### src/hdl/satq_pkg.sv
// Package of the sorted alarm timer queue: widths, codes, entry and result types.
// No dependencies; used by every other file except the assertion macros.
package satq_pkg;

    localparam int QUEUE_DEPTH_DEF = 16;
    localparam int MAX_OUT         = 16;
    localparam int CNT_W           = $clog2(MAX_OUT + 1);

    localparam int TIME_W  = 48;
    localparam int PID_W   = 16;
    localparam int QD_W    = 16;
    localparam int PAY_W   = 16;
    localparam int IDENT_W = 32;
    localparam int KIND_W  = 3;

    localparam logic OP_SCHED = 1'b0;
    localparam logic OP_TICK  = 1'b1;

    typedef enum logic [KIND_W-1:0] {
        KIND_ID   = 3'd0,
        KIND_WAKE = 3'd1,
        KIND_MSG  = 3'd2,
        KIND_NONE = 3'd3,
        KIND_FULL = 3'd4
    } t_kind;

    // Flag bit 0 is sleep, bit 1 is message.
    typedef struct packed {
        logic [TIME_W-1:0]  time_value;
        logic [PID_W-1:0]   process_id;
        logic [1:0]         flags;
        logic [QD_W-1:0]    queue_descriptor;
        logic [PAY_W-1:0]   payload_handle;
    } t_item;

    typedef struct packed {
        logic [TIME_W-1:0]  due;
        logic [PID_W-1:0]   owner;
        logic [1:0]         flags;
        logic [QD_W-1:0]    queue;
        logic [PAY_W-1:0]   payload;
        logic [IDENT_W-1:0] ident;
    } t_entry;

    typedef struct packed {
        t_kind              kind;
        logic [IDENT_W-1:0] alarm_id;
        logic [PID_W-1:0]   owner_id;
        logic [QD_W-1:0]    target_queue;
        logic [PAY_W-1:0]   payload_out;
        logic               last;
    } t_result;

    // Commands from the controller to the datapath.
    typedef struct packed {
        logic load;     // capture the accepted request
        logic insert;   // sorted insert and id result
        logic reject;   // queue-full result
        logic pop;      // drop the front entry
        logic take;     // front entry becomes the held result
        logic finish;   // emit held result as last, or a none result
    } t_cmd;

    // Status from the datapath to the controller.
    typedef struct packed {
        logic full;
        logic front_due;
        logic front_silent;
        logic pend_valid;
        logic out_free;
    } t_sts;

endpackage

### src/hdl/satq_ctrl.sv
// Controller of the sorted alarm timer queue: accepts requests and sequences
// schedule and tick work. Depends on satq_pkg for the command and status types.
module satq_ctrl (
    input  logic             i_clk,
    input  logic             i_rst_n,
    input  logic             i_in_valid,
    input  logic             i_in_op,
    output logic             o_in_ready,
    input  satq_pkg::t_sts   i_sts,
    output satq_pkg::t_cmd   o_cmd
);

    typedef enum logic [2:0] {
        S_IDLE  = 3'b001,
        S_SCHED = 3'b010,
        S_TICK  = 3'b100
    } t_state;

    t_state r_state, n_state;

    always_ff @(posedge i_clk) begin
        if (!i_rst_n) begin
            r_state <= S_IDLE;
        end else begin
            r_state <= n_state;
        end
    end

    always_comb begin
        n_state    = r_state;
        o_cmd      = '0;
        o_in_ready = 1'b0;
        unique case (r_state)
            S_IDLE: begin
                o_in_ready = 1'b1;
                if (i_in_valid) begin
                    o_cmd.load = 1'b1;
                    n_state    = (i_in_op == satq_pkg::OP_TICK) ? S_TICK : S_SCHED;
                end
            end
            S_SCHED: begin
                if (i_sts.out_free) begin
                    o_cmd.reject = i_sts.full;
                    o_cmd.insert = !i_sts.full;
                    n_state      = S_IDLE;
                end
            end
            S_TICK: begin
                if (i_sts.front_due) begin
                    // A silent alarm leaves without a result; otherwise the
                    // held result must be able to move on first.
                    if (i_sts.front_silent) begin
                        o_cmd.pop = 1'b1;
                    end else if (!i_sts.pend_valid || i_sts.out_free) begin
                        o_cmd.pop  = 1'b1;
                        o_cmd.take = 1'b1;
                    end
                end else if (i_sts.out_free) begin
                    o_cmd.finish = 1'b1;
                    n_state      = S_IDLE;
                end
            end
            default: begin
                n_state = S_IDLE;
            end
        endcase
    end

endmodule

### config.mk
export PLATFORM = sky130hd
export DESIGN_NAME = satq_ctrl
export DESIGN_NICKNAME = d
export VERILOG_FILES = /design/src/hdl/satq_pkg.sv /design/src/hdl/satq_ctrl.sv
export SDC_FILE = /design/constraint.sdc
export NUM_CORES = 1
export LEC_CHECK = 0
export BUFFER_PORTS_ARGS = -buffer_cell sky130_fd_sc_hd__buf_2
export CAP_MARGIN = 5
export CORE_AREA = 2 2 39 41
export CTS_CLUSTER_DIAMETER = 50
export DETAILED_ROUTE_END_ITERATION = 16
export DIE_AREA = 0 0 41 43
export SYNTH_ARGS = -nofsm -noshare
export SYNTH_HDL_FRONTEND = slang
export SYNTH_SLANG_ARGS = --single-unit
export TNS_END_PERCENT = 100
### constraint.sdc
create_clock -name i_clk -period 0.9 [get_ports i_clk]
set_input_delay 0 -clock i_clk [delete_from_list [all_inputs] [get_ports i_clk]]
set_output_delay 0 -clock i_clk [all_outputs]
set_load 0.02 [all_outputs]
==> impl_metrics.py <==
metrics = {
    "run_status": {
        "status": "finished, violations left",
        "violations": "negative setup slack",
    },
    "cells_and_area": {
        "final_util_pct": 38.3,
        "area_growth_pct": 128,
        "max_flop_register": "r_state",
        "diodes": 0,
        "reg_top3": "r_state x3",
        "largest_reg_flops": 3,
        "drive_above_1_share_pct": 69.6,
        "nNetsFinal": 66,
    },
    "timing": {
        "hold_violations": 0,
        "grt_setup_unrepaired": "yes",
        "period_minus_slack_ns": 1.25,
        "tightest_slew_ns": 0.391,
        "period_share_pct": 139,
        "worst_slack_ns": -0.348,
        "skew_ns": 0.00138,
        "final-max-slew-violation-count": 0,
        "max_freq_ghz": 0.802,
        "slew_headroom_pct": 73.9,
        "setup_viol": 10,
    },
    "min_path": {
        "holdCritPathClass": "in2reg",
        "min_path_cells": 2,
    },
    "drt": {
        "top_layer": "met4",
        "wl_met3_microns": 27,
        "wl_met1_microns": 291,
        "viasPerCell": 4.35,
        "antenna_left": 0,
        "first_iter_violations": 3,
        "dr_wl_met2_microns": 393,
        "wire_per_inst_microns": 10.2,
        "vias": 313,
        "drc": 0,
        "dr.pass1.iters": 2,
        "drt-total-wl_microns": 732,
    },
    "pwr": {
        "peakVddDrop_mv": 0.423,
        "powerDensity_nw_per_um2": 1210,
        "leakagePower_nw": 0.247,
        "p_total_mw": 0.639,
    },
    "clock_tree": {
        "numCtsBuffers": 3,
        "clock_path_buffers": 2,
        "h-tree-depth": 1,
        "cts_tree": "done",
        "clockRootBuffer": "clkbuf_4",
        "insertion_delay_ns": 0.24,
        "clock-sinks": 3,
        "clk_pin_slew_ns": 0.04,
    },
    "logic_synthesis": {
        "synth_cell_types": 19,
        "synthTopCellsByArea": "dfxtp_1 (26%), nor3b_2 (11%), nor3b_1 (6.5%), o211ai_2 (5.4%), nand2_1 (4.8%)",
        "synthCells": 28,
        "synth_mux_area_share_pct": 0,
        "synth_top_family_by_area": "simple AND/OR/NAND/NOR gates",
        "yosys.area_share.adder_pct": 0,
        "syn_area_sq_um": 233,
        "yosysWarnings": 0,
        "ys_seq_area_share_pct": 25.8,
        "synth_edf_count": 0,
        "ys_ff_latch": 3,
        "synth_xor_area_share_pct": 0,
        "mappedNetlistNets": 37,
        "synth_compound_area_share_pct": 14.0,
        "yosys.area.top_type_share_pct": 25.8,
        "synth_flop_cell": "dfxtp_1",
        "synth-simple-area-share_pct": 57.0,
        "synthArstFlopShare_pct": 0,
        "synth.avg_cell_area_sq_um": 8.31,
        "yosysTopAreaCell": "dfxtp_1",
    },
    "floorplan": {
        "start_util_pct": 16.8,
        "die_x_microns": 41,
        "die-area_sq_um": 1760,
        "die_h_microns": 43,
        "core-area_sq_um": 1380,
        "num_rows": 14,
        "boundaryPins": 16,
    },
    "global_route": {
        "globalRouteOverflowTotal": 0,
        "grt_max_degree": 8,
        "grt_use_total_pct": 10.2,
        "grt_antenna_before_repair": 0,
        "grt_pass1_wl_mm": 1.18,
        "first_global_vias": 285,
    },
    "placement": {
        "gp_congestion": 0.688,
        "place_hpwl_microns": 501,
        "port_buffers": 15,
    },
    "setup_path": {
        "worstPathRequired_ns": 0.90,
        "crit_path_start_kind": "register",
        "path_class": "reg2out",
        "rr_worst_depth": 5,
        "crit_path_end_kind": "output pin",
        "critPathMaxFanout": 5,
        "cp.arrival_ns": 1.25,
    },
    "job": {
        "maxCapViolCount": 0,
    },
}
## critical path, stage by stage (launching register included)
cell and delay, ns:
dfxtp_4 0.35, nor3b_4 0.22, buf_4 0.15, and3b_1 0.17, buf_6 0.12
## metal layers
layer | global-route usage, % | vias up
li1 | - | 157
met1 | 11.6 | 147
met2 | 15.0 | 7
met3 | 3.14 | 2
met4 | 8.00 | 0
met5 | 0 | -
## what timing repair did
item                                    CTS  global route
buffers inserted                          4             1
pin swaps                                 7             3
hold endpoints to repair                  1             0
resized for setup                        19             1
hold buffers                              1             0
endpoints found under the setup margin   10            10
## path summary, 6_finish.rpt
check,slack [ns],to,start
setup / recovery,-0.35,o_cmd[0],r_state[0]
hold / removal,0.008,r_state[0],i_in_valid
setup reg to reg,-0.23,r_state[0],r_state[2]
hold reg to reg,0.62,r_state[1],r_state[2]
## through the flow
| stage | hold WS, ns | cell area [sq um] | worst slack [ns] | TNS, ns | instances |
|---|---|---|---|---|---|
| 5_1_grt | 0.0146 | 531 | -0.402 | -3.22 | 72 |
| 2_1_floorplan | 0.0356 | 275 | -0.146 | -0.374 | 28 |
| 6_report | 0.00761 | 531 | -0.348 | -2.60 | 72 |
| 3_3_place_gp | 0.223 | 393 | -0.174 | -1.07 | 62 |
| 3_5_place_dp | 0.222 | 393 | -0.189 | -1.12 | 62 |
| 4_1_cts | 0.00527 | 519 | -0.357 | -2.64 | 71 |
## final cells by class
type	count	area, sq um
multi-input combinational	23	208
sequential	3	68.8
clock buffer	4	26.3
inverter	2	7.51
timing repair buffer	24	200
fill	147	853
tap	16	20.0
## power breakdown
group / leakage (nW) / switching [mW] / internal [mW] / total [mW]
sequential: 0.0259 / 0.0186 / 0.146 / 0.165
combinational: 0.206 / 0.0958 / 0.139 / 0.235
clock: 0.0150 / 0.0737 / 0.166 / 0.240
## cells by family (layout without fill, tap and decap cells)
| kind of cell | after synthesis | after routing |
|---|---|---|
| AO/OA/AOI/OAI | 4 | 4 |
| flip-flops | 3 | 3 |
| buffers and inverters | 2 | 30 |
| AND/OR/NAND/NOR | 19 | 19 |
## cell usage after synthesis, types with 2 or more instances
cell type and instances:
dfxtp_1 3, nor3b_2 2, nor3b_1 2, inv_1 2, nand2_1 3, nor2_1 2
a21oi_1 2
## placed cells by master (no fill, tap or decap), types with 2 or more instances in the layout
cell	netlist	layout
inv_1	2	2
nor3b_4	0	2
clkbuf_4	0	3
buf_2	0	8
dfxtp_4	0	2
buf_4	0	5
buf_6	0	10
nand2_1	3	2
No activity file was read; power rests on OpenSTA's default activity.
